===== src/dro_pkg.sv =====
`default_nettype none

package dro_pkg;

  // field widths
  localparam int PHASE_W  = 24;
  localparam int SAMPLE_W = 16;
  localparam int RATIO_W  = 24;
  localparam int DAMP_W   = 24;
  localparam int AMOUNT_W = 16;
  localparam int LEVEL_W  = 17;

  // configuration port
  localparam int CFG_INDEX_W = 2;
  localparam int CFG_DATA_W  = 24;

  localparam logic [CFG_INDEX_W-1:0] REG_RIPPLE_RATIO  = 2'd0;
  localparam logic [CFG_INDEX_W-1:0] REG_DAMP_RATE     = 2'd1;
  localparam logic [CFG_INDEX_W-1:0] REG_RIPPLE_AMOUNT = 2'd2;

  localparam logic [RATIO_W-1:0]  RIPPLE_RATIO_RESET  = 24'd65536;
  localparam logic [DAMP_W-1:0]   DAMP_RATE_RESET     = 24'd65536;
  localparam logic [AMOUNT_W-1:0] RIPPLE_AMOUNT_RESET = 16'd16384;

  // damping level of 1.0 in unsigned q1.16
  localparam logic [LEVEL_W-1:0] LEVEL_ONE = 17'd65536;

  // entries of the queue between front and back
  localparam int QUEUE_DEPTH = 2;

  // sine table generation constants
  localparam logic [63:0] Q30_ONE    = 64'd1073741824;
  localparam logic [63:0] TWO_PI_Q29 = 64'd3373259426;

  typedef struct packed {
    logic                       wrap;
    logic [PHASE_W-1:0]         step;
    logic signed [SAMPLE_W-1:0] base;
  } dro_item_t;

  typedef struct packed {
    logic [RATIO_W-1:0]  ripple_ratio;
    logic [DAMP_W-1:0]   damp_rate;
    logic [AMOUNT_W-1:0] ripple_amount;
  } dro_cfg_t;

  // one sine entry from its angle in q0.32 of a turn, taylor series in q2.30
  function automatic logic signed [SAMPLE_W-1:0] sine_entry(input logic [63:0] angle);
    logic [63:0] quad;
    logic [63:0] r;
    logic [63:0] x;
    logic [63:0] x2;
    logic [63:0] t;
    logic [63:0] s;
    logic [63:0] mag;
    quad = (angle >> 30) & 64'd3;
    r    = angle & (Q30_ONE - 64'd1);
    if (quad == 64'd1 || quad == 64'd3) begin
      r = Q30_ONE - r;
    end
    x   = (r * TWO_PI_Q29) >> 31;
    x2  = (x * x) >> 30;
    t   = Q30_ONE - x2 / 64'd110;
    t   = Q30_ONE - ((x2 * t) >> 30) / 64'd72;
    t   = Q30_ONE - ((x2 * t) >> 30) / 64'd42;
    t   = Q30_ONE - ((x2 * t) >> 30) / 64'd20;
    t   = Q30_ONE - ((x2 * t) >> 30) / 64'd6;
    s   = (x * t) >> 30;
    mag = (s * 64'd32767 + (Q30_ONE >> 1)) >> 30;
    if (mag > 64'd32767) begin
      mag = 64'd32767;
    end
    if (quad >= 64'd2) begin
      return -$signed(mag[SAMPLE_W-1:0]);
    end
    return $signed(mag[SAMPLE_W-1:0]);
  endfunction

endpackage

`default_nettype wire


===== src/dro_queue.sv =====
`default_nettype none

module dro_queue (
  input  wire logic               clk,
  input  wire logic               rst,
  input  wire logic               push,
  input  wire dro_pkg::dro_item_t wr_item,
  output logic                    full,
  input  wire logic               pop,
  output dro_pkg::dro_item_t      rd_item,
  output logic                    valid
);
  import dro_pkg::*;

  localparam int PW = (QUEUE_DEPTH > 1) ? $clog2(QUEUE_DEPTH) : 1;
  localparam int NW = $clog2(QUEUE_DEPTH + 1);

  dro_item_t       entries [QUEUE_DEPTH];
  logic [PW-1:0]   wr_ptr;
  logic [PW-1:0]   rd_ptr;
  logic [NW-1:0]   count;
  logic            do_push;
  logic            do_pop;

  assign full    = count == NW'(QUEUE_DEPTH);
  assign valid   = count != '0;
  assign do_push = push && !full;
  assign do_pop  = pop && valid;
  assign rd_item = entries[rd_ptr];

  always_ff @(posedge clk) begin
    if (do_push) begin
      entries[wr_ptr] <= wr_item;
    end
  end

  always_ff @(posedge clk) begin
    if (rst) begin
      wr_ptr <= '0;
      rd_ptr <= '0;
      count  <= '0;
    end else begin
      if (do_push) begin
        wr_ptr <= (wr_ptr == PW'(QUEUE_DEPTH - 1)) ? '0 : wr_ptr + 1'b1;
      end
      if (do_pop) begin
        rd_ptr <= (rd_ptr == PW'(QUEUE_DEPTH - 1)) ? '0 : rd_ptr + 1'b1;
      end
      if (do_push && !do_pop) begin
        count <= count + 1'b1;
      end else if (do_pop && !do_push) begin
        count <= count - 1'b1;
      end
    end
  end

endmodule

`default_nettype wire


===== config.mk =====
export PLATFORM = sky130hd
export DESIGN_NAME = dro_queue
export DESIGN_NICKNAME = d
export VERILOG_FILES = /design/src/dro_pkg.sv /design/src/dro_queue.sv
export SDC_FILE = /design/constraint.sdc
export NUM_CORES = 1
export LEC_CHECK = 0
export BUFFER_PORTS_ARGS = -buffer_cell sky130_fd_sc_hd__buf_4
export CAP_MARGIN = 20
export CORE_ASPECT_RATIO = 0.75
export CORE_MARGIN = 4
export CORE_UTILIZATION = 51
export DETAILED_ROUTE_END_ITERATION = 10
export PLACE_DENSITY_LB_ADDON = 0.2
export SLEW_MARGIN = 0
export SYNTH_ARGS = -nofsm -noshare
export SYNTH_HDL_FRONTEND = slang
export SYNTH_SLANG_ARGS = --single-unit

===== constraint.sdc =====
create_clock -name clk -period 2.6 [get_ports clk]
set_input_delay 0.26 -clock clk [delete_from_list [all_inputs] [get_ports clk]]
set_output_delay 0.26 -clock clk [all_outputs]
set_load 0.02 [all_outputs]

==> results.json <==
{
  "fmax_mhz": 488,
  "grt_pass1_vias": 1768,
  "die_area_um2": 7550,
  "hold_viol": 0,
  "grt.busiest_layer": "met2",
  "grt.met2_usage_pct": 25.1,
  "status": "finished, final reports clean",
  "clk_pin_slew_ns": 0.08,
  "grt_pass1_wl_mm": 8.42,
  "rrSetupSlack_ns": 0.80,
  "placed_area_um2": 3960,
  "die_w_um": 99.0,
  "p_sw_share_pct": 28.7,
  "min_from": "wr_item[31]",
  "grt_usage_pct": 14.9,
  "wl_mm": 5.40,
  "grt.overflow.total": 0,
  "required_ns": 2.34,
  "ios": 88,
  "synth_area_per_cell_um2": 20.7,
  "r2r_cells": 4,
  "yosysWarnings": 0,
  "min_to": "entries[0][31]",
  "startpoint_type": "flop",
  "numClockSinks": 87,
  "via_per_inst": 5.02,
  "portBuffers": 87,
  "fp-row-count": 24,
  "cts_hold_buffers": 0,
  "worstMarginPinSlew_ns": 0.540,
  "vias": 1668,
  "yosysSeqAreaShare_pct": 80.9,
  "fin_ws_ns": 0.549,
  "cts_setup_buffers": 0,
  "ctsHtreeMaxLevel": 3,
  "peakVddDrop_v": 0.000560,
  "die_h_um": 76.3,
  "grtUsageMet1_pct": 16.1,
  "synthesis.instances": 153,
  "fin_util_pct": 70.4,
  "rsz0062_at_grt": "false",
  "cts_buffer_depth": 2,
  "reg2reg_to": "entries[0][3]",
  "worstPathMaxFanout": 21,
  "leakagePower_nw": 1.57,
  "slew_headroom_pct": 64.0,
  "synth.net_count": 199,
  "synth_seq_cells": 87,
  "postRouteAntennaNets": 0,
  "grtUsageMet3_pct": 8.42,
  "dr.first_iter.drc_count": 34,
  "cp-end-kind": "primary output",
  "drc": 0,
  "cts_resized": 0,
  "hold_class": "primary input to flop",
  "p_int_mw": 2.91,
  "start_util_pct": 53.6,
  "hold_depth": 1,
  "synth_cell_types": 15,
  "grt_max_degree": 26,
  "cap_violations": 0,
  "switchingPower_mw": 1.18,
  "syn_area_um2": 3170,
  "clock-root-buffer": "clkbuf_8",
  "antenna_cells": 0,
  "antenna_found_initial": 0,
  "crit_type": "flop to primary output",
  "tns_ns": 0,
  "place_hpwl_mm": 3.77,
  "detailedPlace.worstSlack_ns": 0.790,
  "cts_tree": "built",
  "routedWlPerCell_um": 16.3,
  "min_period_ns": 2.05,
  "area_growth_pct": 31.4,
  "worst_clock_skew_ns": 0.00930,
  "drt_first_pass_iters": 4,
  "cts_made_buffers": 9,
  "core-area_um2": 5920,
  "gp_congestion": 0.750,
  "slew_violations": 0,
  "rr_startpoint": "count[1]",
  "clkPwrFrac_pct": 23.5,
  "synth_top_cell_area_share_pct": 77.7,
  "cp.arrival_ns": 1.79,
  "powerDensity_nw_per_um2": 982,
  "setup_viol": 0,
  "num-nets-final": 295,
  "combPwrFrac_pct": 31.0,
  "pwr-share-seq_pct": 45.5,
  "timing.hold.ws_ns": 0.0906,
  "post-synth-top-area-cell": "edfxtp_1",
  "drive_gt1_share_pct": 57.9,
  "synth.area.top_cells": "edfxtp_1, mux2_2, dfxtp_1, mux2_1, xor2_1",
  "fin_area_um2": 4160,
  "fin_crit_sh_pct": 78.9,
  "worstSkewPairLatency_ns": 0.35
}
sequential cells by signal, indices dropped and copies added, names as in the netlist, named ones only:
signal   count
count        2
wr_ptr       1
entries     82
rd_ptr       1
layout make-up:
cell class	instances	area, um^2
sequential	87	2560
fill	394	1750
timing repair buffer	90	713
multi-input combinational	59	576
clock buffer	11	131
tap	78	97.6
clock inverter	5	75.1
inverter	2	7.51
power by group through the flow:
stage | registers, mW | clock network, mW | logic (mW)
floorplan | 1.83 | 0 | 0.799
global placement | 1.88 | 0 | 1.27
detailed placement | 1.89 | 0 | 1.28
CTS | 1.86 | 0.986 | 1.29
global route | 1.88 | 1.06 | 1.35
finish | 1.86 | 0.960 | 1.27
cells in the mapped netlist (all sizes together):
| master | instances |
|---|---|
| edfxtp | 82 |
| mux2 | 41 |
| buf | 5 |
| dfxtp | 5 |
| nor2 | 4 |
| o21ai | 3 |
| xor2 | 3 |
| a21oi | 2 |
| inv | 2 |
| or3 | 2 |
| and2 | 1 |
| ha | 1 |
| nor2b | 1 |
| or2 | 1 |
cell usage in the layout, fill, tap and decap left out, drive strengths merged:
cell | synthesis | layout
clkinv | 0 | 3
nor2 | 4 | 4
or3 | 2 | 2
mux2 | 41 | 41
and2 | 1 | 1
edfxtp | 82 | 82
ha | 1 | 1
nor2b | 1 | 1
buf | 5 | 90
o21ai | 3 | 3
xor2 | 3 | 3
dfxtp | 5 | 5
clkbuf | 0 | 11
bufinv | 0 | 2
or2 | 1 | 1
inv | 2 | 2
a21oi | 2 | 2
cell families after synthesis:
| group | share of synthesized area (%) |
|---|---|
| adder cells (fa/ha/maj) | 0.395 |
| XOR/XNOR | 0.829 |
| flip-flops | 80.9 |
| multiplexers | 14.6 |
| AND/OR/NAND/NOR | 1.54 |
| AO/OA/AOI/OAI | 0.789 |
| buffers and inverters | 1.03 |
worst max-delay path by stage:
stage	start	endpoint	slack, ns	depth (start not counted)
finish	flop	rd_item[30]	0.55	3
floorplan	count[1]	entries[0][0]	0.55	3
CTS	flop	rd_item[30]	0.50	3
global placement	count[1]	entries[0][5]	0.81	4
detailed placement	count[0]	entries[0][2]	0.79	4
global route	flop	rd_item[18]	0.44	3
stage by stage:
stage	total power, mW	std cells
2_1_floorplan	2.63	153
3_3_place_gp	3.16	316
3_5_place_dp	3.18	316
4_1_cts	4.14	332
5_1_grt	4.29	332
6_report	4.09	332
worst max-delay path, stage by stage, from the launching register on:
cell and delay [ns]:
dfxtp_2 0.67, buf_12 0.24, mux2_1 0.36, buf_4 0.17
layer usage:
layer,wire (um),vias up
met3,463,5
met4,38,0
met1,2120,819
met5,0,-
met2,2770,60
li1,-,784
(Power assumes the default switching activity.)
