### src/dro_pkg.sv
`default_nettype none

package dro_pkg;

  // field widths
  localparam int PHASE_W  = 24;
  localparam int SAMPLE_W = 16;
  localparam int RATIO_W  = 24;
  localparam int DAMP_W   = 24;
  localparam int AMOUNT_W = 16;
  localparam int LEVEL_W  = 17;

  // configuration port
  localparam int CFG_INDEX_W = 2;
  localparam int CFG_DATA_W  = 24;

  localparam logic [CFG_INDEX_W-1:0] REG_RIPPLE_RATIO  = 2'd0;
  localparam logic [CFG_INDEX_W-1:0] REG_DAMP_RATE     = 2'd1;
  localparam logic [CFG_INDEX_W-1:0] REG_RIPPLE_AMOUNT = 2'd2;

  localparam logic [RATIO_W-1:0]  RIPPLE_RATIO_RESET  = 24'd65536;
  localparam logic [DAMP_W-1:0]   DAMP_RATE_RESET     = 24'd65536;
  localparam logic [AMOUNT_W-1:0] RIPPLE_AMOUNT_RESET = 16'd16384;

  // damping level of 1.0 in unsigned q1.16
  localparam logic [LEVEL_W-1:0] LEVEL_ONE = 17'd65536;

  // entries of the queue between front and back
  localparam int QUEUE_DEPTH = 2;

  // sine table generation constants
  localparam logic [63:0] Q30_ONE    = 64'd1073741824;
  localparam logic [63:0] TWO_PI_Q29 = 64'd3373259426;

  typedef struct packed {
    logic                       wrap;
    logic [PHASE_W-1:0]         step;
    logic signed [SAMPLE_W-1:0] base;
  } dro_item_t;

  typedef struct packed {
    logic [RATIO_W-1:0]  ripple_ratio;
    logic [DAMP_W-1:0]   damp_rate;
    logic [AMOUNT_W-1:0] ripple_amount;
  } dro_cfg_t;

  // one sine entry from its angle in q0.32 of a turn, taylor series in q2.30
  function automatic logic signed [SAMPLE_W-1:0] sine_entry(input logic [63:0] angle);
    logic [63:0] quad;
    logic [63:0] r;
    logic [63:0] x;
    logic [63:0] x2;
    logic [63:0] t;
    logic [63:0] s;
    logic [63:0] mag;
    quad = (angle >> 30) & 64'd3;
    r    = angle & (Q30_ONE - 64'd1);
    if (quad == 64'd1 || quad == 64'd3) begin
      r = Q30_ONE - r;
    end
    x   = (r * TWO_PI_Q29) >> 31;
    x2  = (x * x) >> 30;
    t   = Q30_ONE - x2 / 64'd110;
    t   = Q30_ONE - ((x2 * t) >> 30) / 64'd72;
    t   = Q30_ONE - ((x2 * t) >> 30) / 64'd42;
    t   = Q30_ONE - ((x2 * t) >> 30) / 64'd20;
    t   = Q30_ONE - ((x2 * t) >> 30) / 64'd6;
    s   = (x * t) >> 30;
    mag = (s * 64'd32767 + (Q30_ONE >> 1)) >> 30;
    if (mag > 64'd32767) begin
      mag = 64'd32767;
    end
    if (quad >= 64'd2) begin
      return -$signed(mag[SAMPLE_W-1:0]);
    end
    return $signed(mag[SAMPLE_W-1:0]);
  endfunction

endpackage

`default_nettype wire

### src/dro_back.sv
`default_nettype none

module dro_back #(
  parameter int TABLE_LENGTH = 1024
) (
  input  wire logic                              clk,
  input  wire logic                              rst,
  input  wire dro_pkg::dro_cfg_t                 cfg,
  input  wire logic                              q_valid,
  input  wire dro_pkg::dro_item_t                q_item,
  output logic                                   q_pop,
  output logic [$clog2(TABLE_LENGTH)-1:0]        addr_a,
  output logic [$clog2(TABLE_LENGTH)-1:0]        addr_b,
  input  wire logic signed [dro_pkg::SAMPLE_W-1:0] data_a,
  input  wire logic signed [dro_pkg::SAMPLE_W-1:0] data_b,
  output logic                                   out_valid,
  input  wire logic                              out_pop,
  output logic signed [dro_pkg::SAMPLE_W-1:0]    mixed_sample
);
  import dro_pkg::*;

  localparam int AW = $clog2(TABLE_LENGTH);
  localparam int PW = PHASE_W + AW;

  localparam logic [3:0] ST_IDLE = 4'd0;
  localparam logic [3:0] ST_MR   = 4'd1;
  localparam logic [3:0] ST_MD   = 4'd2;
  localparam logic [3:0] ST_LVL  = 4'd3;
  localparam logic [3:0] ST_RD   = 4'd4;
  localparam logic [3:0] ST_INT  = 4'd5;
  localparam logic [3:0] ST_SC1  = 4'd6;
  localparam logic [3:0] ST_SC2  = 4'd7;
  localparam logic [3:0] ST_OUT  = 4'd8;

  logic [3:0]                 state;
  logic [PHASE_W-1:0]         step;
  logic signed [SAMPLE_W-1:0] base;
  logic [PHASE_W-1:0]         ripple_phase;
  logic [LEVEL_W-1:0]         damping_level;
  logic [47:0]                mprod;
  logic [AW-1:0]              idx;
  logic [PHASE_W-1:0]         frac;
  logic signed [SAMPLE_W-1:0] samp_a;
  logic signed [41:0]         iprod;
  logic signed [33:0]         p1;
  logic signed [50:0]         p2;

  logic [PHASE_W-1:0]         mul_b;
  logic [PW-1:0]              pos;
  logic [PHASE_W-1:0]         dec;
  logic signed [16:0]         diff;
  logic signed [17:0]         interp_sum;
  logic signed [SAMPLE_W-1:0] interp;
  logic signed [20:0]         ripple;
  logic signed [21:0]         sum;
  logic signed [SAMPLE_W-1:0] sat;
  logic                       out_free;
  logic                       out_load;

  assign q_pop    = (state == ST_IDLE) && q_valid;
  assign out_free = !out_valid || out_pop;
  assign out_load = (state == ST_OUT) && out_free;

  // shared step multiplier: ratio first, then damp rate
  assign mul_b = (state == ST_MR) ? cfg.ripple_ratio : cfg.damp_rate;
  assign dec   = mprod[47:24];
  assign pos   = PW'(ripple_phase) * PW'(TABLE_LENGTH);

  assign addr_a = idx;
  assign addr_b = (idx == AW'(TABLE_LENGTH - 1)) ? '0 : idx + AW'(1);

  // a + (b - a) * f, floored, equals the two-weight interpolation
  assign diff       = 17'(data_b) - 17'(data_a);
  assign interp_sum = 18'(iprod >>> 24) + 18'(samp_a);
  assign interp     = interp_sum[SAMPLE_W-1:0];

  assign ripple = 21'(p2 >>> 30);
  assign sum    = 22'(ripple) + 22'(base);

  always_comb begin
    if (sum > 22'sd32767) begin
      sat = 16'sh7fff;
    end else if (sum < -22'sd32768) begin
      sat = 16'sh8000;
    end else begin
      sat = sum[SAMPLE_W-1:0];
    end
  end

  always_ff @(posedge clk) begin
    if (rst) begin
      state         <= ST_IDLE;
      ripple_phase  <= '0;
      damping_level <= '0;
      out_valid     <= 1'b0;
    end else begin
      if (out_load) begin
        out_valid <= 1'b1;
      end else if (out_pop) begin
        out_valid <= 1'b0;
      end
      unique case (state)
        ST_IDLE: begin
          if (q_valid) begin
            if (q_item.wrap) begin
              ripple_phase  <= '0;
              damping_level <= LEVEL_ONE;
            end
            state <= ST_MR;
          end
        end
        ST_MR: begin
          state <= ST_MD;
        end
        ST_MD: begin
          ripple_phase <= ripple_phase + mprod[39:16];
          state        <= ST_LVL;
        end
        ST_LVL: begin
          if (dec >= PHASE_W'(damping_level)) begin
            damping_level <= '0;
          end else begin
            damping_level <= damping_level - dec[LEVEL_W-1:0];
          end
          state <= ST_RD;
        end
        ST_RD: begin
          state <= ST_INT;
        end
        ST_INT: begin
          state <= ST_SC1;
        end
        ST_SC1: begin
          state <= ST_SC2;
        end
        ST_SC2: begin
          state <= ST_OUT;
        end
        ST_OUT: begin
          if (out_free) begin
            state <= ST_IDLE;
          end
        end
        default: begin
          state <= ST_IDLE;
        end
      endcase
    end
  end

  // datapath registers
  always_ff @(posedge clk) begin
    if (q_pop) begin
      step <= q_item.step;
      base <= q_item.base;
    end
    if (state == ST_MR || state == ST_MD) begin
      mprod <= 48'(step) * 48'(mul_b);
    end
    if (state == ST_LVL) begin
      idx  <= pos[PW-1:PHASE_W];
      frac <= pos[PHASE_W-1:0];
    end
    if (state == ST_INT) begin
      samp_a <= data_a;
      iprod  <= diff * $signed({1'b0, frac});
    end
    if (state == ST_SC1) begin
      p1 <= interp * $signed({1'b0, damping_level});
    end
    if (state == ST_SC2) begin
      p2 <= p1 * $signed({1'b0, cfg.ripple_amount});
    end
    if (out_load) begin
      mixed_sample <= sat;
    end
  end

endmodule

`default_nettype wire

### config.mk
export PLATFORM = sky130hd
export DESIGN_NAME = dro_back
export DESIGN_NICKNAME = d
export VERILOG_FILES = /design/src/dro_pkg.sv /design/src/dro_back.sv
export SDC_FILE = /design/constraint.sdc
export NUM_CORES = 2
export LEC_CHECK = 0
export ABC_AREA = 1
export BUFFER_PORTS_ARGS = -buffer_cell sky130_fd_sc_hd__buf_2
export CAP_MARGIN = 10
export CORE_MARGIN = 1.5
export CORE_UTILIZATION = 30
export CTS_BUF_LIST = sky130_fd_sc_hd__clkbuf_8
export DETAILED_ROUTE_END_ITERATION = 8
export GPL_TIMING_DRIVEN = 0
export PLACE_DENSITY = 0.56
export SLEW_MARGIN = 20
export SYNTH_ARGS = -nofsm -noshare
export SYNTH_HDL_FRONTEND = slang
export SYNTH_SLANG_ARGS = --single-unit
### constraint.sdc
create_clock -name clk -period 7 [get_ports clk]
set_input_delay 1.05 -clock clk [delete_from_list [all_inputs] [get_ports clk]]
set_output_delay 1.05 -clock clk [all_outputs]
set_load 0.05 [all_outputs]
==> summary.txt <==
HP Class: primary input to register
Mapped Cells: 8,467
H-tree levels: 2
setup ws final: -0.148 ns
number of synthesized flops with an enable pin: 199
syn nets: 10.6k
predominant post-synthesis flop cell: edfxtp_1
gr usage total: 19.7%
Finish-stage setup viols: 25
most frequent cells in the layout: 2,075 x inv_1, 1,773 x nand2_1, 1,384 x fa_1
CTS tree: yes
Cell Rows: 175
Async SR Flop Fraction: 0%
Die W: 482 microns
Worst-Margin Slew: 0.891 ns
total grt overflow: 0
worst skew pair latency: 0.79 ns
Final nets: 11.1k
unrepaired setup endpoints after global routing: true
adder-cell share of the synthesized area: 52.3%
drt drc: 0
final WL: 229 mm
DR vias/cell: 4.76
maximum root-to-sink buffer count: 3
Max Clk Rate: 0.140 GHz
syn_area_per_cell: 8.13 sq um
period utilization: 102%
Worst-path clk slew: 0.06 ns
largest net degree at the start of global routing: 33
largest fanout on the critical path: 8
Die Ht: 482 microns
Hold Buf Count CTS: 0
post-synthesis simple-gate area fraction: 17.1%
layout cells sized above 1: 15.3%
Pre-antenna DRT Iters: 6
Tmin final: 7.15 ns
Detail Route Antenna Nets: 0
Post-DP HPWL: 191 mm
drt wl/cell: 19.1 microns
outcome: complete, but fails checks
Iteration-0 DRC Markers: 3,894
Area Overhead vs Synth: 17.9%
flops & latches, synth: 245
area of the core: 0.228 sq mm
max_slew headroom: 40.6%
Crit. End Element: register
Register Area: 0.00690 sq mm
Critical Path Start Type: primary input
synthesized area: 0.0688 sq mm
DR vias: 57.0k
first-pass GRT wire length: 351 mm
# port buffers: 161
antenna violations before repair: 8
largest family of logic cells by synthesized area: adder cells
Fillers: 23.6k
setup TNS: -1.65 ns
area of the multi-input gates: 0.0560 sq mm
Hold Vio Cnt, Final: 0
post-synthesis cell type count: 54
IO Count: 179
Compound-Gate Fraction of Synth Area: 5.33%
post-synthesis mux area share: 0%
vias in the first global route: 60.3k
# diodes: 0
starting density of the core: 30.2%
final RePlAce weighted congestion: 0.946
Root Driver: clkbuf_8
register area share after synthesis: 10.0%
die area: 0.232 sq mm
number of CTS-inserted buffers: 47
Setup Skew: 0.142 ns
CP Class: primary input to register
Sink Count: 245
WP data required: 7.49 ns
XOR/XNOR Fraction of Synth Area: 1.74%
max-capacitance violation count: 0
Slew Limit Fails: 0
failing checks: negative setup slack
most common cell after layout, fill and taps aside: inv_1
YS warnings: 0
CP Data Arrival Time: 7.64 ns
==> logic make-up (layout without fill, tap and decap cells) <==
family / count (synthesis) / count (layout)
flip-flops: 245 / 245
AO/OA/AOI/OAI: 657 / 657
XOR/XNOR: 136 / 136
adder cells (fa/ha/maj): 2019 / 2019
AND/OR/NAND/NOR: 2934 / 2934
buffers and inverters: 2476 / 2987
==> critical path: stages <==
cell and delay, ns:
buf_8 0.08, inv_8 0.03, ha_4 0.18, fa_2 0.38, o21a_4 0.25, o21ai_4 0.22
a21boi_4 0.11, o21ai_4 0.20, buf_12 0.13, xor2_4 0.20, clkinv_4 0.17, buf_4 0.18
nor2_4 0.08, fa_1 0.45, fa_2 0.57, fa_1 0.45, fa_2 0.58, fa_1 0.44
fa_2 0.59, ha_4 0.23, a21oi_2 0.18, o21a_1 0.22, o21bai_4 0.07, a221oi_2 0.25
nand2_2 0.15, xor2_2 0.17
==> registers in the layout, indices dropped and copies added, names as in the netlist <==
| register | flops |
|---|---|
| addr_a | 10 |
| ripple_phase | 24 |
| mixed_sample | 16 |
| p1 | 34 |
| out_valid | 1 |
| mprod | 32 |
| iprod | 16 |
| state | 4 |
| damping_level | 17 |
| p2 | 21 |
| samp_a | 16 |
| frac | 14 |
| step | 24 |
| base | 16 |
==> final cells by class <==
| class | instances | area share, % |
|---|---|---|
| multi-input cells | 5746 | 69.0 |
| plain buffers | 270 | 2.08 |
| flip-flops and latches | 245 | 8.51 |
| clock inverters | 34 | 0.435 |
| clock buffers | 49 | 0.831 |
| inverters | 2179 | 10.2 |
| repair buffers | 455 | 4.30 |
| well taps | 3009 | 4.64 |
==> stage by stage <==
step	setup slack, ns	utilization [%]	instances	cell area (sq um)	hold WS [ns]
global placement	-2.27	32.4	11600	73700	0.458
detailed placement	-2.21	32.4	11600	73900	0.460
floorplan	-0.127	-	8467	69100	0.435
finish	-0.148	35.6	12000	81200	0.434
CTS	-0.157	34.6	11900	78800	0.361
global route	-0.345	35.6	12000	81200	0.402
==> routing by layer <==
layer | part of all wire [%] | vias up | global-route usage, %
li1 | - | 25900 | -
met1 | 41 | 28700 | 24.8
met2 | 48 | 2007 | 34.1
met3 | 6.4 | 457 | 2.57
met4 | 4.6 | 8 | 7.34
met5 | 0.027 | - | 0
==> worst paths after layout <==
kind | startpoint | end | slack [ns] | cells after the start
worst max-delay path | data_b[0] | iprod[35]$_DFFE_PP_ | -0.15 | 26
worst min-delay path | q_item[25] | step[9]$_DFFE_PP_ | 0.43 | 1
worst max register to register | state[0]$_SDFFE_PP0P_ | mprod[35]$_DFFE_PP_ | -0.12 | 35
worst min register to register | state[3]$_SDFFE_PP0P_ | state[0]$_SDFFE_PP0P_ | 0.48 | 1
==> what timing repair did <==
item,in CTS,in global routing
gates resized for setup,683,480
cloned,6,0
pin swaps,168,245
endpoints found under the setup margin,90,81
setup buffers,170,107
==> synthesized netlist by cell type (all sizes together), types with 9 or more instances <==
master,number,share of area [%]
a21boi,15,0.17
a21o,31,0.34
a21oi,326,2.4
a31oi,17,0.15
buf,62,0.43
clkbuf,235,1.3
clkinv,14,0.076
dfxtp,46,1.3
edfxtp,199,8.7
fa,1428,42
ha,591,11
inv,2165,12
nand2,1927,11
nand3,200,1.5
nand3b,19,0.21
nand4,40,0.36
nor2,634,3.5
nor3,47,0.36
o211ai,9,0.098
o21a,18,0.20
o21ai,186,1.4
o21bai,34,0.38
or2,49,0.45
xnor2,44,0.57
xor2,92,1.2
Power is not shown: default switching activity piles up to over one toggle a cycle in this logic, so the estimate is an artifact.
