## src/dro_pkg.sv

```systemverilog
`default_nettype none

package dro_pkg;

  // field widths
  localparam int PHASE_W  = 24;
  localparam int SAMPLE_W = 16;
  localparam int RATIO_W  = 24;
  localparam int DAMP_W   = 24;
  localparam int AMOUNT_W = 16;
  localparam int LEVEL_W  = 17;

  // configuration port
  localparam int CFG_INDEX_W = 2;
  localparam int CFG_DATA_W  = 24;

  localparam logic [CFG_INDEX_W-1:0] REG_RIPPLE_RATIO  = 2'd0;
  localparam logic [CFG_INDEX_W-1:0] REG_DAMP_RATE     = 2'd1;
  localparam logic [CFG_INDEX_W-1:0] REG_RIPPLE_AMOUNT = 2'd2;

  localparam logic [RATIO_W-1:0]  RIPPLE_RATIO_RESET  = 24'd65536;
  localparam logic [DAMP_W-1:0]   DAMP_RATE_RESET     = 24'd65536;
  localparam logic [AMOUNT_W-1:0] RIPPLE_AMOUNT_RESET = 16'd16384;

  // damping level of 1.0 in unsigned q1.16
  localparam logic [LEVEL_W-1:0] LEVEL_ONE = 17'd65536;

  // entries of the queue between front and back
  localparam int QUEUE_DEPTH = 2;

  // sine table generation constants
  localparam logic [63:0] Q30_ONE    = 64'd1073741824;
  localparam logic [63:0] TWO_PI_Q29 = 64'd3373259426;

  typedef struct packed {
    logic                       wrap;
    logic [PHASE_W-1:0]         step;
    logic signed [SAMPLE_W-1:0] base;
  } dro_item_t;

  typedef struct packed {
    logic [RATIO_W-1:0]  ripple_ratio;
    logic [DAMP_W-1:0]   damp_rate;
    logic [AMOUNT_W-1:0] ripple_amount;
  } dro_cfg_t;

  // one sine entry from its angle in q0.32 of a turn, taylor series in q2.30
  function automatic logic signed [SAMPLE_W-1:0] sine_entry(input logic [63:0] angle);
    logic [63:0] quad;
    logic [63:0] r;
    logic [63:0] x;
    logic [63:0] x2;
    logic [63:0] t;
    logic [63:0] s;
    logic [63:0] mag;
    quad = (angle >> 30) & 64'd3;
    r    = angle & (Q30_ONE - 64'd1);
    if (quad == 64'd1 || quad == 64'd3) begin
      r = Q30_ONE - r;
    end
    x   = (r * TWO_PI_Q29) >> 31;
    x2  = (x * x) >> 30;
    t   = Q30_ONE - x2 / 64'd110;
    t   = Q30_ONE - ((x2 * t) >> 30) / 64'd72;
    t   = Q30_ONE - ((x2 * t) >> 30) / 64'd42;
    t   = Q30_ONE - ((x2 * t) >> 30) / 64'd20;
    t   = Q30_ONE - ((x2 * t) >> 30) / 64'd6;
    s   = (x * t) >> 30;
    mag = (s * 64'd32767 + (Q30_ONE >> 1)) >> 30;
    if (mag > 64'd32767) begin
      mag = 64'd32767;
    end
    if (quad >= 64'd2) begin
      return -$signed(mag[SAMPLE_W-1:0]);
    end
    return $signed(mag[SAMPLE_W-1:0]);
  endfunction

endpackage

`default_nettype wire

```

## src/dro_front.sv

```systemverilog
`default_nettype none

module dro_front (
  input  wire logic                              clk,
  input  wire logic                              rst,
  input  wire logic                              accept,
  input  wire logic [dro_pkg::PHASE_W-1:0]       master_phase,
  input  wire logic signed [dro_pkg::SAMPLE_W-1:0] base_sample,
  output dro_pkg::dro_item_t                     item
);
  import dro_pkg::*;

  logic [PHASE_W-1:0] last_master_phase;
  logic               wrap;

  // a phase below the previous one means the master wrapped
  assign wrap       = master_phase < last_master_phase;
  assign item.wrap  = wrap;
  assign item.step  = wrap ? master_phase : master_phase - last_master_phase;
  assign item.base  = base_sample;

  always_ff @(posedge clk) begin
    if (rst) begin
      last_master_phase <= '0;
    end else if (accept) begin
      last_master_phase <= master_phase;
    end
  end

endmodule

`default_nettype wire

```

## config.mk

```make
export PLATFORM = sky130hd
export DESIGN_NAME = dro_front
export DESIGN_NICKNAME = d
export VERILOG_FILES = /design/src/dro_pkg.sv /design/src/dro_front.sv
export SDC_FILE = /design/constraint.sdc
export NUM_CORES = 1
export LEC_CHECK = 0
export BUFFER_PORTS_ARGS = -buffer_cell sky130_fd_sc_hd__buf_4
export CAP_MARGIN = 0
export CORE_MARGIN = 2
export CORE_UTILIZATION = 50
export DETAILED_ROUTE_END_ITERATION = 12
export GPL_TIMING_DRIVEN = 0
export PLACE_DENSITY = 0.83
export RECOVER_POWER = 25
export SKIP_CTS_REPAIR_TIMING = 1
export SLEW_MARGIN = 20
export SYNTH_ARGS = -nofsm -noshare
export SYNTH_HDL_FRONTEND = slang
export SYNTH_SLANG_ARGS = --single-unit
```

## constraint.sdc

```tcl
create_clock -name clk -period 2.7 [get_ports clk]
set_input_delay 0.135 -clock clk [delete_from_list [all_inputs] [get_ports clk]]
set_output_delay 0.135 -clock clk [all_outputs]
set_load 0.05 [all_outputs]
```

==> flow_summary.yaml, run 1 <==
yosys:
  ys_seq_area_frac: 0.172
  ys_ff_latch: 24
  synth_compound_area_frac: 0.214
  yosys_warnings: 0
  synthCells: 366
  synth_top_family_by_area: "compound AO/OA/AOI/OAI gates"
  dominantRegCellSynth: "dfxtp_1"
  syn_nets: 434
  synthArstFlopShare: 0
  synth_area_per_cell_um2: 7.65
  synth-xor-area-share: 0.0469
  synth_area_um2: 2800
  synth-simple-area-share: 0.186
  yosys.area_share.adder: 0.114
  synth.area.mux_share: 0.149
  synth_cell_types: 53
  synth-edff-count: 0
sta:
  tightestPinTransition_ns: 0.734
  hold_ws_ns: 0.0692
  min_period_over_period: 1.11
  slew_viol_final: 0
  setup_viol: 25
  rsz0062_at_grt: "yes"
  max_freq_ghz: 0.335
  period_needed_ns: 2.99
  relSlewSlack: 0.498
  finalHoldViolations: 0
  skew_ns: 0
  post-route-worst-setup-slack_ns: -0.286
routing:
  drc: 0
  drt-initial-drc-count: 240
  first_pass_iters: 4
  ant_nets: 0
  drt_wl_total_um: 8090
  wire_per_inst_um: 15.5
  vias: 2980
  viasPerCell: 5.71
worst_hold_path:
  hold_class: "input port to register"
finish:
  fin_util: 0.722
  layout-area-overhead-vs-synth_pct: 41.1
  num_antenna_cells: 0
  fill_cells: 428
  nets: 520
  largestRegisters: "last_master_phase (24)"
  regArea_um2: 485
  drive_above_1_share: 0.371
  multi_input_area_um2: 2270
  largest_reg_flops: 24
  regMostFlops: "last_master_phase"
cts:
  cts_buffer_depth: 2
  cts_tree: "yes"
  htreeDepth: 1
  clk_latency_ns: 0.28
  cts_root_buffer: "clkbuf_8"
  path_clk_slew_ns: 0.10
  clkSinkCount: 24
  numCtsBuffers: 3
grt:
  overflow: 0
  grt_usage: 0.248
  grt_pass1_wl_um: 12500
  antenna_found_initial: 0
  grt_max_degree: 13
  first_global_vias: 2760
status:
  violations: "negative setup slack"
  status: "finished, violations left"
critical_path:
  critPathCaptureType: "output port"
  crit_type: "register to output port"
  worst_setup_path_start_kind: "register"
  arrival_ns: 2.85
  cp.required_ns: 2.57
  crit_buf_inv: 2
  worstPathCellList: "ha_4 -> fa_2 -> nand2b_4 -> a21oi_4 -> o21ai_4 -> a211o_1 -> and2_4 -> clkbuf_16 -> o41ai_4 -> buf_6"
  path_delay_family: "compound AO/OA/AOI/OAI gates"
  cp_slowest_cell: "o41ai_4"
  max_stage_delay_ns: 0.37
  cp_max_fo: 4
pwr:
  powerDensity_nw_per_um2: 499
  p_total_w: 0.00197
  worst_ir_drop_vdd_uv: 321
  power_leakage_nw: 1.72
job:
  max-cap-violations: 0
placed_design:
  place_ws_ns: -0.167
  portBuffers: 66
  place_congestion: 0.896
  hpwl_um: 6090
floorplanning:
  die_area_um2: 6220
  die_width_um: 78.9
  pin_count: 84
  core_um2: 5470
  initial_core_util: 0.512
  die_h_um: 78.9
  fp-row-count: 27
==> report_power, final <==
group	leakage, nW	switching, W	internal (W)	total (W)
Combinational	1.50	0.000800	0.000555	0.00136
Clock	0.0216	0.000129	0.000100	0.000230
Sequential	0.200	0.0000119	0.000376	0.000388
Total	1.72	0.000941	0.00103	0.00197
==> final timing paths <==
| path | start | end | slack [ns] | cells after the start |
|---|---|---|---|---|
| worst max-delay path | last_master_phase[0] | item[36] | -0.29 | 10 |
| worst max register to register | last_master_phase[17] | last_master_phase[17] | 2.04 | 2 |
| worst min-delay path | rst | last_master_phase[16] | 0.07 | 2 |
| worst min register to register | last_master_phase[19] | last_master_phase[19] | 0.49 | 2 |
==> final cells by class <==
class                      count  share of cell area
multi-input combinational    277               0.575
tap                           72              0.0228
timing repair buffer          82               0.179
clock buffer                   3              0.0104
sequential                    24               0.123
inverter                      30              0.0285
buffer                        34              0.0620
==> placed cells by master (no fill, tap or decap), drive strengths merged, types with 2 or more instances in the layout <==
cell,n
a211oi,3
a21bo,2
a21o,4
a21oi,28
and2,2
and3,4
and4,3
buf,100
clkbuf,19
dfxtp,24
ha,24
inv,30
mux2,11
mux2i,27
nand2,23
nand2b,4
nand3,15
nand4,6
nor2,39
nor2b,3
nor3,4
nor4,4
o211ai,4
o21a,6
o21ai,21
o21bai,2
o31a,3
o31ai,5
xnor2,10
xor2,5
==> metal layers <==
layer	wire [µm]	global-route usage
met5	0	0
met4	186	0.0586
met3	471	0.0261
met2	4070	0.459
met1	3360	0.309
==> logic make-up after synthesis <==
kind of cell | Yosys count
buf+inv | 65
mux | 38
xor+xnor | 15
compound gates | 90
fa+ha+maj | 25
flops | 24
simple gates | 109
==> synth_stat cells, drive strengths merged, types with 2 or more instances <==
cell / number / share of area
o211ai: 4 / 0.011
mux2: 11 / 0.052
inv: 30 / 0.040
o21ai: 21 / 0.038
nor2b: 3 / 0.0067
clkbuf: 7 / 0.0094
nand2b: 4 / 0.0089
dfxtp: 24 / 0.17
o21bai: 2 / 0.0054
a21oi: 28 / 0.051
o31a: 3 / 0.0094
nor3: 4 / 0.0089
ha: 24 / 0.11
nor4: 4 / 0.0089
nand4: 6 / 0.013
and4: 3 / 0.0094
mux2i: 27 / 0.096
xnor2: 10 / 0.031
a21bo: 2 / 0.0071
a211oi: 3 / 0.0080
nand2: 23 / 0.032
buf: 28 / 0.069
a21o: 4 / 0.011
xor2: 5 / 0.016
o31ai: 5 / 0.013
and3: 4 / 0.0089
o21a: 6 / 0.016
nand3: 15 / 0.027
and2: 2 / 0.0045
nor2: 39 / 0.052
==> through the flow <==
stage,area [µm²],TNS [ns],cells
4_1_cts,3570,-9.61,507
6_report,3950,-4.66,522
3_3_place_gp,3530,-2.17,504
3_5_place_dp,3530,-1.86,504
5_1_grt,3950,-7.49,522
2_1_floorplan,2940,0,366
Power figures use the tool's default switching activity.
==> run 2: changes to the inputs <==
- CTS_CLUSTER_DIAMETER: default -> 200
- clock period: 2.7 -> 2.82 ns (I/O delays scaled with it)
==> run 2 against run 1 <==
Worst hold slack worse by 0.011 ns. Largest power group unchanged. Global-route usage is 0.072 points higher. Wire length is 9.0% higher. Clock skew stayed put. Critical path type unchanged. Critical path depth stayed put. The flow still finishes with violations (negative setup slack). Core utilization is 3.2 points higher. Design area is 4.5% higher. Via count is 3.1% higher.
==> flow_summary.yaml, run 2 (same netlist as run 1, synthesis figures left out) <==
cts:
  cts_tree: "yes"
  cts_root_buffer: "clkbuf_8"
  numCtsBuffers: 3
  cts_buffer_depth: 2
  clkSinkCount: 24
  path_clk_slew_ns: 0.10
  clk_latency_ns: 0.28
  htreeDepth: 1
floorplanning:
  die_area_um2: 6220
  core_um2: 5470
  pin_count: 84
  die_h_um: 78.9
  fp-row-count: 27
  die_width_um: 78.9
  initial_core_util: 0.512
finish:
  largestRegisters: "last_master_phase (24)"
  layout-area-overhead-vs-synth_pct: 47.5
  regMostFlops: "last_master_phase"
  num_antenna_cells: 0
  nets: 524
  drive_above_1_share: 0.404
  largest_reg_flops: 24
  final_cell_mix: "buf_4, nor2_1, inv_1, mux2i_1, nand2_1"
  layout_commonest_cell: "buf_4"
critical_path:
  r2r_cells: 3
  cp_max_fo: 5
  critPathCaptureType: "output port"
  timing.rr.end: "last_master_phase[0]"
  crit_start: "last_master_phase[0]"
  rrSetupSlack_ns: 2.06
  worst_setup_path_start_kind: "register"
  cp.required_ns: 2.68
  arrival_ns: 2.71
  rr_startpoint: "last_master_phase[0]"
  crit_type: "register to output port"
  critPathCapture: "item[34]"
routing:
  viasPerCell: 5.83
  drt-initial-drc-count: 219
  drc: 0
  wire_per_inst_um: 16.7
  first_pass_iters: 5
  ant_nets: 0
  vias: 3073
  drt_wl_total_um: 8820
worst_hold_path:
  hold_class: "input port to register"
grt:
  overflow: 0
  antenna_found_initial: 0
  grt_pass1_wl_um: 12500
  grt_usage: 0.249
  first_global_vias: 2742
  grt_max_degree: 14
placed_design:
  portBuffers: 66
  place_congestion: 0.908
  hpwl_um: 6040
job:
  max-cap-violations: 0
sta:
  hold_ws_ns: 0.0586
  period_needed_ns: 2.85
  tightestPinTransition_ns: 0.820
  relSlewSlack: 0.453
  finalHoldViolations: 0
  skew_ns: 0
  finalSetupTns_ns: -0.157
  setup_viol: 10
  rsz0062_at_grt: "yes"
  post-route-worst-setup-slack_ns: -0.0313
  slew_viol_final: 0
  min_period_over_period: 1.01
  max_freq_ghz: 0.351
status:
  status: "finished, violations left"
  violations: "negative setup slack"
pwr:
  worst_ir_drop_vdd_uv: 280
  power_leakage_nw: 1.75
  powerDensity_nw_per_um2: 477
==> run 2: cell types whose count changed in the layout (fill, tap and decap cells not counted), sizes merged <==
cell	change
buf	-1
clkbuf	+5
and2	+1
==> run 2: layer usage <==
metal | track usage | vias up | share of wire
li1 | - | 1463 | -
met1 | 0.304 | 1446 | 0.41
met2 | 0.450 | 138 | 0.51
met3 | 0.0341 | 26 | 0.058
met4 | 0.0828 | 0 | 0.029
met5 | 0 | - | 0
==> run 2: metrics by stage <==
step	worst slack (ns)	instances	utilization	cell area (µm²)	power (W)
finish	-0.0313	527	0.755	4130	0.00197
global placement	-0.126	504	0.632	3460	0.00145
CTS	-0.457	508	0.642	3510	0.00172
floorplan	-0.203	366	-	2870	0.00120
global route	-0.133	527	0.755	4130	0.00206
detailed placement	-0.137	504	0.632	3460	0.00147
==> run 2: critical path, stage by stage, from the launching register on <==
cell and delay [ns]:
dfxtp_2 0.35, ha_4 0.16, fa_2 0.34, nand2b_4 0.16, a21oi_4 0.18, o21ai_4 0.09
a211o_1 0.31, and2_4 0.19, clkbuf_16 0.17, o31ai_4 0.28, buf_6 0.19
==> run 2: layout make-up <==
cell class              count  area (µm²)
plain buffers              32         244
clock buffers               4        55.1
fillers                   402        1340
inverters                  30         113
multi-input cells         278        2430
flip-flops and latches     24         488
well taps                  72        90.1
repair buffers             87         714
==> run 2: worst min path at each step <==
| stage | from | depth (start not counted) | endpoint | slack, ns |
|---|---|---|---|---|
| after CTS | rst | 2 | last_master_phase[16] | 0.06 |
| after global placement | rst | 2 | last_master_phase[15] | 0.36 |
| after detailed placement | rst | 2 | last_master_phase[23] | 0.36 |
| after floorplan | rst | 1 | last_master_phase[14] | 0.21 |
| after global routing | rst | 2 | last_master_phase[15] | 0.06 |
| final | rst | 2 | last_master_phase[15] | 0.06 |
==> run 2: power by group <==
part	total, W	internal [W]	switching, W	leakage (nW)
Clock	0.000257	0.000125	0.000132	0.0288
Sequential	0.000372	0.000360	0.0000119	0.200
Combinational	0.00134	0.000557	0.000785	1.52
==> run 3: changes to the inputs <==
- REMOVE_ABC_BUFFERS: default -> 1
- SETUP_SLACK_MARGIN: default -> 0.02
==> run 3 against run 2 <==
The flow still finishes with violations (negative setup slack). Setup slack worse by 0.081 ns. Design area is 12% lower. Sequential power hardly changed. Sequential cell count stayed put. Clock skew stayed put. Power is 5.1% lower.
==> flow_summary.yaml, run 3 (same netlist as run 1, synthesis figures left out) <==
sta:
  rsz0062_at_grt: "yes"
  min_period_over_period: 1.04
  hold_ws_ns: 0.0969
  period_needed_ns: 2.93
  relSlewSlack: 0.608
  slew_viol_final: 0
  setup_viol: 21
  skew_ns: 0
  max_freq_ghz: 0.341
  post-route-worst-setup-slack_ns: -0.113
  finalHoldViolations: 0
  tightestPinTransition_ns: 0.587
pwr:
  combPwrFrac: 0.627
  swShare: 0.450
  p_sw_w: 0.000841
  p_seq_frac: 0.198
  worst_ir_drop_vdd_uv: 328
  cell_internal_pwr_w: 0.00103
  powerDensity_nw_per_um2: 515
  pwr-share-clk: 0.175
  power_leakage_nw: 1.54
critical_path:
  cp_max_fo: 7
  cp_slowest_cell: "fa_2"
  worst_setup_path_start_kind: "register"
  rr_startpoint: "last_master_phase[1]"
  cp.required_ns: 2.68
  critPathCaptureType: "output port"
  arrival_ns: 2.79
  crit_start: "last_master_phase[0]"
  worstPathCellList: "ha_4 -> fa_2 -> nand2b_4 -> a21oi_4 -> o21ai_4 -> a211o_4 -> and2_4 -> buf_8 -> o31ai_4 -> buf_6"
  max_stage_delay_ns: 0.39
  crit_type: "register to output port"
placed_design:
  hpwl_um: 5630
  dp.cells: 454
  place_congestion: 0.860
  place_ws_ns: -0.730
  portBuffers: 51
finish:
  layout-area-overhead-vs-synth_pct: 29.7
  final_cell_mix: "buf_4, nor2_1, inv_1, mux2i_1, dfxtp_1"
  final_cells: 476
  fin_util: 0.664
  num_antenna_cells: 0
  regMostFlops: "last_master_phase"
  largest_reg_flops: 24
  largestRegisters: "last_master_phase (24)"
  drive_above_1_share: 0.319
  layout_commonest_cell: "buf_4"
  nets: 473
worst_hold_path:
  hp-start: "master_phase[0]"
  hold_class: "input port to register"
status:
  status: "finished, violations left"
  violations: "negative setup slack"
grt:
  antenna_found_initial: 0
  grt_pass1_wl_um: 12200
  overflow: 0
  grt_usage: 0.243
  first_global_vias: 2586
  grt_max_degree: 26
routing:
  drt_wl_total_um: 8270
  drt-initial-drc-count: 164
  vias: 2866
  drc: 0
  wire_per_inst_um: 17.4
  ant_nets: 0
  viasPerCell: 6.02
  first_pass_iters: 7
cts:
  htreeDepth: 1
  clk_latency_ns: 0.28
  cts_tree: "yes"
  cts_buffer_depth: 2
  path_clk_slew_ns: 0.10
  cts_root_buffer: "clkbuf_8"
  numCtsBuffers: 3
  clkSinkCount: 24
floorplanning:
  core_um2: 5470
  die_h_um: 78.9
  initial_core_util: 0.512
  fp-row-count: 27
  die_area_um2: 6220
  pin_count: 84
  die_width_um: 78.9
job:
  max-cap-violations: 0
-- run 3: path summary, 6_finish.rpt --
path | end | slack (ns) | depth (start not counted)
max | item[34] | -0.11 | 10
min | last_master_phase[0] | 0.1 | 3
max reg2reg | last_master_phase[1] | 2.17 | 2
min reg2reg | last_master_phase[2] | 0.50 | 2
-- run 3: power by group through the flow --
stage / Combinational (W) / Sequential, W / Clock (W)
after floorplan: 0.000702 / 0.000375 / 0
after global placement: 0.000945 / 0.000376 / 0
after detailed placement: 0.000959 / 0.000377 / 0
after CTS: 0.000962 / 0.000369 / 0.000331
after global routing: 0.00124 / 0.000372 / 0.000345
final: 0.00117 / 0.000370 / 0.000327
-- run 3: per-stage QoR --
| step | cell area, µm² | power, W | setup TNS, ns |
|---|---|---|---|
| 2_1_floorplan | 2580 | 0.00108 | -24.82 |
| 3_3_place_gp | 3060 | 0.00132 | -36.21 |
| 3_5_place_dp | 3060 | 0.00134 | -15.52 |
| 4_1_cts | 3130 | 0.00166 | -23.97 |
| 5_1_grt | 3630 | 0.00196 | -3.32 |
| 6_report | 3630 | 0.00187 | -1.42 |
-- run 3: layout make-up --
type	instances	area (µm²)
flip-flops and latches	24	482
inverters	30	113
clock inverters	1	30.0
multi-input cells	279	2240
clock buffers	3	41.3
well taps	72	90.1
repair buffers	67	634
fillers	470	1840
-- run 3: worst max-delay path, delay by kind of cell, from the launching register on --
family / cells / cell delay, ns
AO/OA/AOI/OAI: 4 / 0.87
buffers and inverters: 2 / 0.35
adder cells (fa/ha/maj): 2 / 0.55
AND/OR/NAND/NOR: 2 / 0.39
flip-flops: 1 / 0.35
-- run 3: routing by layer --
layer	wire length, µm	global-route usage	vias to the layer above
met5	0	0	-
met4	151	0.0621	0
met3	596	0.0420	13
met2	3960	0.402	119
met1	3560	0.329	1367
li1	-	-	1367
